==> config.mk <==
export PLATFORM = sky130hd
export DESIGN_NAME = nested_length_prefixed_deframer
export DESIGN_NICKNAME = d
export VERILOG_FILES = /design/src/rtl/nlpd_pkg.sv /design/src/rtl/nested_length_prefixed_deframer.sv
export VERILOG_INCLUDE_DIRS = /design/src /design/src/rtl
export SDC_FILE = /design/constraint.sdc
export NUM_CORES = 1
export LEC_CHECK = 0
export ABC_AREA = 1
export BUFFER_PORTS_ARGS = -buffer_cell sky130_fd_sc_hd__clkbuf_2
export CAP_MARGIN = 20
export CORE_MARGIN = 4
export CORE_UTILIZATION = 45
export DETAILED_ROUTE_END_ITERATION = 10
export SLEW_MARGIN = 20
export SYNTH_ARGS = -nofsm -noshare
export SYNTH_HDL_FRONTEND = slang
export SYNTH_SLANG_ARGS = --single-unit
==> constraint.sdc <==
create_clock -name i_clk -period 5.9 [get_ports i_clk]
set_input_delay 0.295 -clock i_clk [delete_from_list [all_inputs] [get_ports i_clk]]
set_output_delay 0.295 -clock i_clk [all_outputs]
set_load 0.02 [all_outputs]
==> src/rtl/nested_length_prefixed_deframer_macros.svh <==
// Assertion macros for the nested length-prefixed deframer.
`ifndef NESTED_LENGTH_PREFIXED_DEFRAMER_MACROS_SVH
`define NESTED_LENGTH_PREFIXED_DEFRAMER_MACROS_SVH

`ifndef SYNTH
`define NLPD_ASSERT_NOW(label, clk, rst_n, ante, cons) \
    label: assert property (@(posedge clk) disable iff (!rst_n) (ante) |-> (cons)) \
        else $error("Deframer assertion failed.");
`define NLPD_ASSERT_NEXT(label, clk, rst_n, ante, cons) \
    label: assert property (@(posedge clk) disable iff (!rst_n) (ante) |=> (cons)) \
        else $error("Deframer assertion failed.");
`else
`define NLPD_ASSERT_NOW(label, clk, rst_n, ante, cons)
`define NLPD_ASSERT_NEXT(label, clk, rst_n, ante, cons)
`endif

`endif

==> src/rtl/nlpd_pkg.sv <==
// Types and constants of the nested length-prefixed deframer.
package nlpd_pkg;

    localparam int MAX_STRINGS_DEF    = 1024;
    localparam int FRAME_BUFFER_BYTES = 7000;
    localparam int FRAME_HEADER_BYTES = 5;
    localparam logic [31:0] MAX_BODY_RESET = 32'(FRAME_BUFFER_BYTES - FRAME_HEADER_BYTES);

    localparam logic [1:0] ROLE_TYPE    = 2'd0;
    localparam logic [1:0] ROLE_BODYLEN = 2'd1;
    localparam logic [1:0] ROLE_STRLEN  = 2'd2;
    localparam logic [1:0] ROLE_DATA    = 2'd3;

    localparam logic [1:0] LAST_LEN_BYTE = 2'd3;

    typedef enum logic [3:0] {
        PH_TYPE    = 4'b0001,
        PH_BODYLEN = 4'b0010,
        PH_STRLEN  = 4'b0100,
        PH_DATA    = 4'b1000
    } t_phase;

endpackage

==> src/rtl/nested_length_prefixed_deframer.sv <==
// Each result is registered at the edge that accepts its byte.
// Throughput: one byte per cycle unless stalled; the parser state and result
// register update at the accepting edge, so the next byte may follow at once.
// Reset clears the parser to expect a type byte, empties the result register
// and loads the body length limit with 6995.
// Top level of the nested length-prefixed deframer.
`include "nested_length_prefixed_deframer_macros.svh"

module nested_length_prefixed_deframer
    import nlpd_pkg::*;
#(
    parameter int MAX_STRINGS = MAX_STRINGS_DEF
) (
    input  logic        i_clk,
    input  logic        i_rst_n,
    input  logic        i_in_valid,
    output logic        o_in_stall,
    input  logic [7:0]  i_data_byte,
    output logic        o_out_valid,
    input  logic        i_out_stall,
    output logic [1:0]  o_byte_role,
    output logic [7:0]  o_frame_type,
    output logic [9:0]  o_string_index,
    output logic [7:0]  o_byte_value,
    output logic        o_string_end,
    output logic        o_frame_end,
    output logic        o_frame_error,
    output logic [10:0] o_string_count,
    input  logic        i_cfg_valid,
    output logic        o_cfg_ready,
    input  logic [31:0] i_cfg_data
);

    localparam int CNT_W = $clog2(MAX_STRINGS + 1);
    localparam logic [CNT_W-1:0] CNT_MAX = CNT_W'(MAX_STRINGS);

    t_phase           r_phase, n_phase;
    logic [1:0]       r_hdr_cnt, n_hdr_cnt;
    logic [31:0]      r_body_rem, n_body_rem;
    logic [31:0]      r_str_rem, n_str_rem;
    logic [CNT_W-1:0] r_cur_str, n_cur_str;
    logic [7:0]       r_cur_type, n_cur_type;
    logic             r_err_seen, n_err_seen;
    logic [31:0]      r_max_body;

    logic             r_out_valid;
    logic [1:0]       r_byte_role, n_byte_role;
    logic [7:0]       r_frame_type;
    logic [9:0]       r_string_index, n_string_index;
    logic [7:0]       r_byte_value;
    logic             r_string_end, n_string_end;
    logic             r_frame_end, n_frame_end;
    logic             r_frame_error;
    logic [10:0]      r_string_count, n_string_count;

    logic             in_accept;
    logic [31:0]      body_shift, str_shift, body_dec, str_dec, idx_ext, cnt_ext;
    logic [CNT_W-1:0] cur_fin;

    assign o_in_stall  = r_out_valid && i_out_stall;
    assign in_accept   = i_in_valid && !o_in_stall;
    assign o_cfg_ready = 1'b1;

    assign body_shift = {r_body_rem[23:0], i_data_byte};
    assign str_shift  = {r_str_rem[23:0], i_data_byte};
    assign body_dec   = r_body_rem - 32'd1;
    assign str_dec    = r_str_rem - 32'd1;
    assign cur_fin    = (r_cur_str < CNT_MAX) ? r_cur_str + CNT_W'(1) : r_cur_str;
    assign idx_ext    = (r_cur_str >= CNT_MAX) ? 32'(MAX_STRINGS - 1) : 32'(r_cur_str);
    assign cnt_ext    = 32'(n_cur_str);

    always_comb begin
        n_phase        = r_phase;
        n_hdr_cnt      = r_hdr_cnt;
        n_body_rem     = r_body_rem;
        n_str_rem      = r_str_rem;
        n_cur_str      = r_cur_str;
        n_cur_type     = r_cur_type;
        n_err_seen     = r_err_seen;
        n_byte_role    = ROLE_TYPE;
        n_string_index = 10'd0;
        n_string_end   = 1'b0;
        n_frame_end    = 1'b0;
        case (r_phase)
            PH_TYPE: begin
                n_byte_role = ROLE_TYPE;
                n_cur_type  = i_data_byte;
                n_cur_str   = '0;
                n_err_seen  = 1'b0;
                n_hdr_cnt   = 2'd0;
                n_body_rem  = 32'd0;
                n_phase     = PH_BODYLEN;
            end
            PH_BODYLEN: begin
                n_byte_role = ROLE_BODYLEN;
                n_body_rem  = body_shift;
                if (r_hdr_cnt == LAST_LEN_BYTE) begin
                    n_hdr_cnt = 2'd0;
                    if (body_shift > r_max_body) begin
                        n_err_seen = 1'b1;
                    end
                    if (body_shift == 32'd0) begin
                        n_frame_end = 1'b1;
                        n_phase     = PH_TYPE;
                    end else begin
                        n_str_rem = 32'd0;
                        n_phase   = PH_STRLEN;
                    end
                end else begin
                    n_hdr_cnt = r_hdr_cnt + 2'd1;
                end
            end
            PH_STRLEN: begin
                n_byte_role    = ROLE_STRLEN;
                n_string_index = idx_ext[9:0];
                n_body_rem     = body_dec;
                n_str_rem      = str_shift;
                if (r_hdr_cnt == 2'd0 && r_cur_str >= CNT_MAX) begin
                    n_err_seen = 1'b1;
                end
                if (r_hdr_cnt == LAST_LEN_BYTE) begin
                    n_hdr_cnt = 2'd0;
                    if (str_shift > body_dec) begin
                        n_err_seen = 1'b1;
                        n_str_rem  = body_dec;
                    end
                    if (n_str_rem == 32'd0) begin
                        n_string_end = 1'b1;
                        n_cur_str    = cur_fin;
                        if (body_dec == 32'd0) begin
                            n_frame_end = 1'b1;
                            n_phase     = PH_TYPE;
                        end
                    end else begin
                        n_phase = PH_DATA;
                    end
                end else begin
                    n_hdr_cnt = r_hdr_cnt + 2'd1;
                    if (body_dec == 32'd0) begin
                        n_err_seen  = 1'b1;
                        n_frame_end = 1'b1;
                        n_hdr_cnt   = 2'd0;
                        n_phase     = PH_TYPE;
                    end
                end
            end
            PH_DATA: begin
                n_byte_role    = ROLE_DATA;
                n_string_index = idx_ext[9:0];
                n_body_rem     = body_dec;
                n_str_rem      = str_dec;
                if (str_dec == 32'd0) begin
                    n_string_end = 1'b1;
                    n_cur_str    = cur_fin;
                    if (body_dec == 32'd0) begin
                        n_frame_end = 1'b1;
                        n_phase     = PH_TYPE;
                    end else begin
                        n_phase = PH_STRLEN;
                    end
                end
            end
            default: begin
                n_phase = PH_TYPE;
            end
        endcase
        n_string_count = (n_byte_role == ROLE_STRLEN || n_byte_role == ROLE_DATA)
                         ? cnt_ext[10:0] : 11'd0;
    end

    always_ff @(posedge i_clk) begin
        if (!i_rst_n) begin
            r_phase     <= PH_TYPE;
            r_hdr_cnt   <= 2'd0;
            r_body_rem  <= 32'd0;
            r_str_rem   <= 32'd0;
            r_cur_str   <= '0;
            r_cur_type  <= 8'd0;
            r_err_seen  <= 1'b0;
            r_max_body  <= MAX_BODY_RESET;
            r_out_valid <= 1'b0;
        end else begin
            if (i_cfg_valid && o_cfg_ready) begin
                r_max_body <= i_cfg_data;
            end
            if (in_accept) begin
                r_phase     <= n_phase;
                r_hdr_cnt   <= n_hdr_cnt;
                r_body_rem  <= n_body_rem;
                r_str_rem   <= n_str_rem;
                r_cur_str   <= n_cur_str;
                r_cur_type  <= n_cur_type;
                r_err_seen  <= n_err_seen;
                r_out_valid <= 1'b1;
            end else if (!i_out_stall) begin
                r_out_valid <= 1'b0;
            end
        end
    end

    always_ff @(posedge i_clk) begin
        if (in_accept) begin
            r_byte_role    <= n_byte_role;
            r_frame_type   <= n_cur_type;
            r_string_index <= n_string_index;
            r_byte_value   <= i_data_byte;
            r_string_end   <= n_string_end;
            r_frame_end    <= n_frame_end;
            r_frame_error  <= n_frame_end && n_err_seen;
            r_string_count <= n_string_count;
        end
    end

    assign o_out_valid    = r_out_valid;
    assign o_byte_role    = r_byte_role;
    assign o_frame_type   = r_frame_type;
    assign o_string_index = r_string_index;
    assign o_byte_value   = r_byte_value;
    assign o_string_end   = r_string_end;
    assign o_frame_end    = r_frame_end;
    assign o_frame_error  = r_frame_error;
    assign o_string_count = r_string_count;

    `NLPD_ASSERT_NOW(a_error_at_end, i_clk, i_rst_n, o_out_valid && o_frame_error, o_frame_end)
    `NLPD_ASSERT_NOW(a_end_to_type, i_clk, i_rst_n, o_out_valid && o_frame_end, r_phase == PH_TYPE)
    `NLPD_ASSERT_NOW(a_str_end_phase, i_clk, i_rst_n, o_out_valid && o_string_end,
                     r_phase == PH_STRLEN || r_phase == PH_TYPE)
    `NLPD_ASSERT_NEXT(a_accept_shows, i_clk, i_rst_n, in_accept, o_out_valid)

endmodule
Word level (Yosys, flattened, before mapping)
Index checks and enable logic that the tools add are counted.
Word-level totals
  register bits: 165
  bits of input ports: 45
  output and inout bits: 45
  logic and storage cells: 103
Operators by class
  $add $sub $neg: 4
  order comparisons: 4
  eq/ne operators: 11
  mux-type cells: 48
  reduce and logical (&&, ||, !) cells: 19
Operators by type and width (number)
  $mux 32: 6
  $pmux 32 s3: 2
  $logic_not 32->1: 4
  $gt 32x32->1: 2
  $sub 32x1->32 const B: 2
  $mux 11: 4
  $pmux 11 s3: 1
  $mux 4: 5
  $mux 1: 17
  $pmux 4 s4: 1
  $pmux 2 s3: 2
  $add 11x1->11 const B: 1
  $ge 11x11->1 const B: 1
  $lt 11x11->1 const B: 1
  $mux 10: 1
  $reduce_bool 3->1: 3
  $mux 8: 1
  $eq 2x2->1 const B: 3
  $mux 2: 3
  $mux 3: 2
  $ne 2x2->1 const B: 3
  $pmux 1 s3: 2
  $eq 4x1->1 const B: 1
  $eq 4x2->1 const B: 1
  13 further kinds: 17

Depth between registers and ports, before layout
  depth after elaboration: 10
  mapped depth: 32
  depth with buffers taken out: 32

Least setup slack after synthesis
Ideal clock, no wire load.
  kind: register to register
  from: register r_body_rem[9]
  to: register r_string_count[5], in the netlist o_string_count[5], data pin
  library setup time: 0.266 ns
  arrival time: 3.165 ns
  required time: 5.634 ns
  setup slack: 2.469 ns
  stages on the path, launching flop included: 29
  path buffers: 1
  clock period less this slack: 3.431 ns
  cell sequence: dfxtp_1 > nor2_2 > nand2_1 > nor2_2 > nand2_2 > nor2_4 > inv_2 > nor2_1 > nand2_1 > nor2_1 > xor2_1 > ha_1 > nand2_1 > nor2_1 > nand4_1 > nor2_1 > nand3_1 > nand3b_1 > nand3_1 > inv_1 > nand2_2 > nand2_1 > nand2_1 > nand2_1 > inv_2 > nand3_2 > buf_2 > o211ai_1 > o21ai_1
Between the ends
  word-level cells in the longest chain between the ends: 9
Ends and longest elaborated chain
  start: declaration: RTL line nested_length_prefixed_deframer.sv:39  | logic [31:0] r_body_rem, n_body_rem;
  start signal: assignment: RTL line nested_length_prefixed_deframer.sv:189  | r_body_rem <= n_body_rem;
  $sub 32x1->32 (*): RTL line nested_length_prefixed_deframer.sv:66  | assign body_dec = r_body_rem - 32'd1;
  $gt 32x32->1: RTL line nested_length_prefixed_deframer.sv:123  | if (str_shift > body_dec) begin
  $mux 32 (*): RTL line nested_length_prefixed_deframer.sv:123
  $mux 32 (*): RTL line nested_length_prefixed_deframer.sv:121  | if (r_hdr_cnt == LAST_LEN_BYTE) begin
  $mux 32 (*): RTL line nested_length_prefixed_deframer.sv:84  | case (r_phase)
  $logic_not 32->1 (*): RTL line nested_length_prefixed_deframer.sv:127  | if (n_str_rem == 32'd0) begin
  $mux 11 (*): RTL line nested_length_prefixed_deframer.sv:127
  $mux 11 (*): RTL line nested_length_prefixed_deframer.sv:121
  $pmux 11 s3 (*): RTL line nested_length_prefixed_deframer.sv:84
  end signal: assignment: RTL line nested_length_prefixed_deframer.sv:210  | r_string_count <= n_string_count;
  end: declaration: RTL line nested_length_prefixed_deframer.sv:54  | logic [10:0] r_string_count, n_string_count;
Every way passes the cells marked *; elsewhere a longest branch is shown, timed or not. The select of a mux whose other input is x is not followed.
A chain may end at the register's enable or synchronous reset.

Worst setup path after layout
  from: register r_body_rem[9]
  to: register r_frame_error, in the netlist o_frame_error, data pin
Between the ends
  word-level cells in the longest chain between the ends: 10
  elaborated cells on any way between the ends: 23
  classes of those cells: 1 x add/sub; 2 x order compare; 16 x mux; 4 x reduce/logical
Ends and longest elaborated chain
  $sub 32x1->32: RTL line nested_length_prefixed_deframer.sv:66
  $gt 32x32->1: RTL line nested_length_prefixed_deframer.sv:123
  $mux 32: RTL line nested_length_prefixed_deframer.sv:123
  $mux 32: RTL line nested_length_prefixed_deframer.sv:121
  $mux 32: RTL line nested_length_prefixed_deframer.sv:84
  $logic_not 32->1: RTL line nested_length_prefixed_deframer.sv:127
  $mux 1: RTL line nested_length_prefixed_deframer.sv:127
  $mux 1: RTL line nested_length_prefixed_deframer.sv:121
  $pmux 1 s3: RTL line nested_length_prefixed_deframer.sv:84
  $logic_and 1x1->1 (*): RTL line nested_length_prefixed_deframer.sv:209  | r_frame_error <= n_frame_end && n_err_seen;
  end signal: assignment: RTL line nested_length_prefixed_deframer.sv:209
  end: declaration: RTL line nested_length_prefixed_deframer.sv:53  | logic r_frame_error;
Marked as above.

==> results_dict.tcl <==
set metrics [dict create \
    power_leakage_nw 5.89 \
    finalPower_w 0.00320 \
    drt.antenna.violating_nets 0 \
    io_pins 90 \
    grt_overflow 0 \
    synth_edf_count 42 \
    skew_ns 0.0152 \
    r2r-end "o_frame_error" \
    netlist_area_um2 11300 \
    clock_path_buffers 2 \
    clock-sinks 165 \
    cts_setup_buffers 0 \
    synth.avg_cell_area_um2 7.07 \
    hold_violations 0 \
    combPwrFrac_pct 26.0 \
    vias_per_cell 5.50 \
    start_util_pct 46.1 \
    cp.arrival_ns 4.69 \
    ir_drop_uv 175 \
    place.gp.congestion 0.946 \
    crit_buf_inv 4 \
    rrSetupSlack_ns 1.50 \
    syn_inst 1602 \
    drc 0 \
    dr.pass1.iters 5 \
    layout-drive-gt1-share_pct 13.3 \
    tns_ns 0 \
    crit_top_cell "nor2_1" \
    grt_max_degree 64 \
    grt_pass1_wl_mm 54.5 \
    p_seq_share_pct 39.0 \
    critical_path_class "reg -> reg" \
    nets 1774 \
    cpPeakStageDelay_ns 0.48 \
    vias 11000 \
    p_switching_w 0.00116 \
    min_path_cells 3 \
    area_growth_pct 11.4 \
    setup_violations 0 \
    clk_latency_ns 0.44 \
    hold_buffers 0 \
    yosys_warnings 0 \
    met1Wirelength_mm 15.4 \
    dieHeight_um 167 \
    core_um2 24500 \
    slowest_stage "inv_2" \
    max_freq_ghz 0.227 \
    grtUsageTotal_pct 23.8 \
    antenna_found_initial 0 \
    hp-start "i_cfg_data[0]" \
    cts.repair.resized 0 \
    diodes 0 \
    cap_violations 0 \
    slew-limit-headroom_pct 42.4 \
    grt_pass1_vias 10200 \
    cts_tree "done" \
    power.internal_w 0.00204 \
    switching_share_pct 36.3 \
    synth_cell_types 53 \
    critPathLaunchType "flip-flop" \
    status "finished clean" \
    multi_input_area_um2 6520 \
    routedWlPerCell_um 17.0 \
    cp_max_fo 42 \
    endpoint_kind "flip-flop" \
    p_clk_share_pct 35.0 \
    period_share_pct 74.6 \
    met2_length_mm 15.8 \
    synth_seq_area_share_pct 32.9 \
    holdPathEnd "r_max_body[0]" \
    io_buffer_count 88 \
    route.met3.wl_mm 2.17 \
    final-seq-area_um2 3720 \
    wl_mm 33.8 \
    worstReg2RegStart "r_body_rem[9]" \
    top_layer_used "met4" \
    synth_seq_cells 165 \
    cts_made_buffers 17 \
    cts-root-buf "clkbuf_16" \
    hp-class "in -> reg" \
    rsz0062_at_grt "no" \
    async_flop_share_pct 0 \
    synth_nets 1718 \
    layout_common_cells "301 x nand2_1, 196 x inv_1, 187 x a21oi_1, 134 x o21ai_0, 123 x dfxtp_1" \
    drt_iter0_markers 957 \
    drv_slew 0 \
    powerDensity_nw_per_um2 254 \
    dpl.hpwl_mm 25.0 \
    max_slew.worst_pin.slew_ns 0.859 \
    h-tree-depth 4 \
    post-route-min-period_ns 4.40 \
    reg2reg_depth 27 \
    cp.required_ns 6.19 \
    die_w_um 167 \
    rows 57 \
    synth_ff_type "dfxtp_1" \
    dieArea_um2 27800 \
    fill_cells 2457 \
    path_delay_family "simple AND/OR/NAND/NOR gates" \
    layout_commonest_cell "nand2_1" \
    clk_pin_slew_ns 0.08 \
]
[logic make-up (layout without fill, tap and decap cells)]
| group | Yosys count | in the layout | synth area share, % |
|---|---|---|---|
| compound gates | 411 | 411 | 19.6 |
| fa+ha+maj | 71 | 71 | 7.85 |
| simple gates | 620 | 620 | 25.3 |
| other cells | 1 | 1 | 0.0331 |
| xor+xnor | 49 | 49 | 4.65 |
| buf+inv | 285 | 354 | 9.71 |
| flops | 165 | 165 | 32.9 |
[registers in the layout, indices dropped and copies added (netlist names), 10 cells and up]
name,count
r_max_body,32
r_cur_str,11
o_string_count,11
r_str_rem,32
r_body_rem,32
o_string_index,10
[cell usage after synthesis, drive strengths merged, types with 8 or more instances]
cell type | n | area share (%)
dfxtp | 123 | 22
o211ai | 22 | 1.5
nand2 | 315 | 11
a21oi | 187 | 8.3
buf | 13 | 0.70
inv | 215 | 7.1
ha | 71 | 7.8
xor2 | 39 | 3.7
xnor2 | 10 | 0.97
nor2 | 148 | 6.0
nand3 | 75 | 3.6
clkbuf | 53 | 1.8
o22ai | 22 | 1.2
nand4 | 35 | 2.1
o21ai | 151 | 6.7
nor4 | 11 | 0.74
a31oi | 8 | 0.44
edfxtp | 42 | 11
nor3 | 25 | 1.3
[worst reg2reg max path, cell delays in order, from the launching register on]
cell      delay, ns
dfxtp_1        0.40
nor2_2         0.19
nand2_1        0.11
nor2_2         0.17
nand2_2        0.11
nor2_4         0.13
inv_2          0.06
nor2_1         0.09
nand2_1        0.07
nor2_1         0.11
xor2_1         0.35
ha_1           0.23
nand2_1        0.07
nor2_1         0.10
nand4_1        0.13
nor2_1         0.20
nand3_1        0.09
nand3b_1       0.15
nand3_1        0.07
inv_1          0.05
nand2_2        0.09
nand3_1        0.07
buf_4          0.22
inv_2          0.48
o21ai_0        0.20
o21ai_0        0.14
nor2_1         0.06
a21oi_1        0.11
[stage by stage]
step / hold slack (ns) / instance area, um2 / utilization (%) / instances / setup WS, ns
global placement: 0.449 / 12000 / 49.0 / 1963 / 1.73
floorplan: 0.394 / 11300 / - / 1602 / 2.47
global route: 0.0625 / 12600 / 51.4 / 1995 / 1.02
detailed placement: 0.459 / 12000 / 49.0 / 1963 / 1.56
CTS: 0.0463 / 12600 / 51.4 / 1995 / 1.53
finish: 0.0618 / 12600 / 51.4 / 1995 / 1.50
[cell type report]
| class | count | area share [%] |
|---|---|---|
| clock inverters | 14 | 1.24 |
| well taps | 324 | 3.21 |
| flip-flops and latches | 165 | 29.5 |
| multi-input cells | 1152 | 51.7 |
| inverters | 219 | 6.52 |
| clock buffers | 18 | 3.40 |
| repair buffers | 103 | 4.39 |
[how the worst max path moves through the flow]
| stage | from | to | depth (start not counted) |
|---|---|---|---|
| 5_1_grt | r_body_rem[9] | o_frame_error | 27 |
| 4_1_cts | r_body_rem[2] | o_frame_error | 27 |
| 3_5_place_dp | r_body_rem[9] | o_frame_error | 27 |
| 6_report | r_body_rem[9] | o_frame_error | 27 |
| 2_1_floorplan | r_body_rem[9] | o_string_count[5] | 28 |
| 3_3_place_gp | r_body_rem[2] | o_frame_error | 27 |
[power by group through the flow]
stage               combinational [W]  clock [W]  sequential [W]
finish                       0.000833    0.00112         0.00125
global route                 0.000930    0.00120         0.00125
CTS                          0.000825    0.00114         0.00125
detailed placement           0.000821          0         0.00127
global placement             0.000818          0         0.00127
floorplan                    0.000571          0         0.00129
[routing by layer]
layer | track usage [%] | vias up
li1 | - | 5507
met1 | 33.3 | 5038
met2 | 39.0 | 381
met3 | 2.92 | 38
met4 | 6.55 | 0
met5 | 0 | -
No activity file was read; power rests on OpenSTA's default activity.
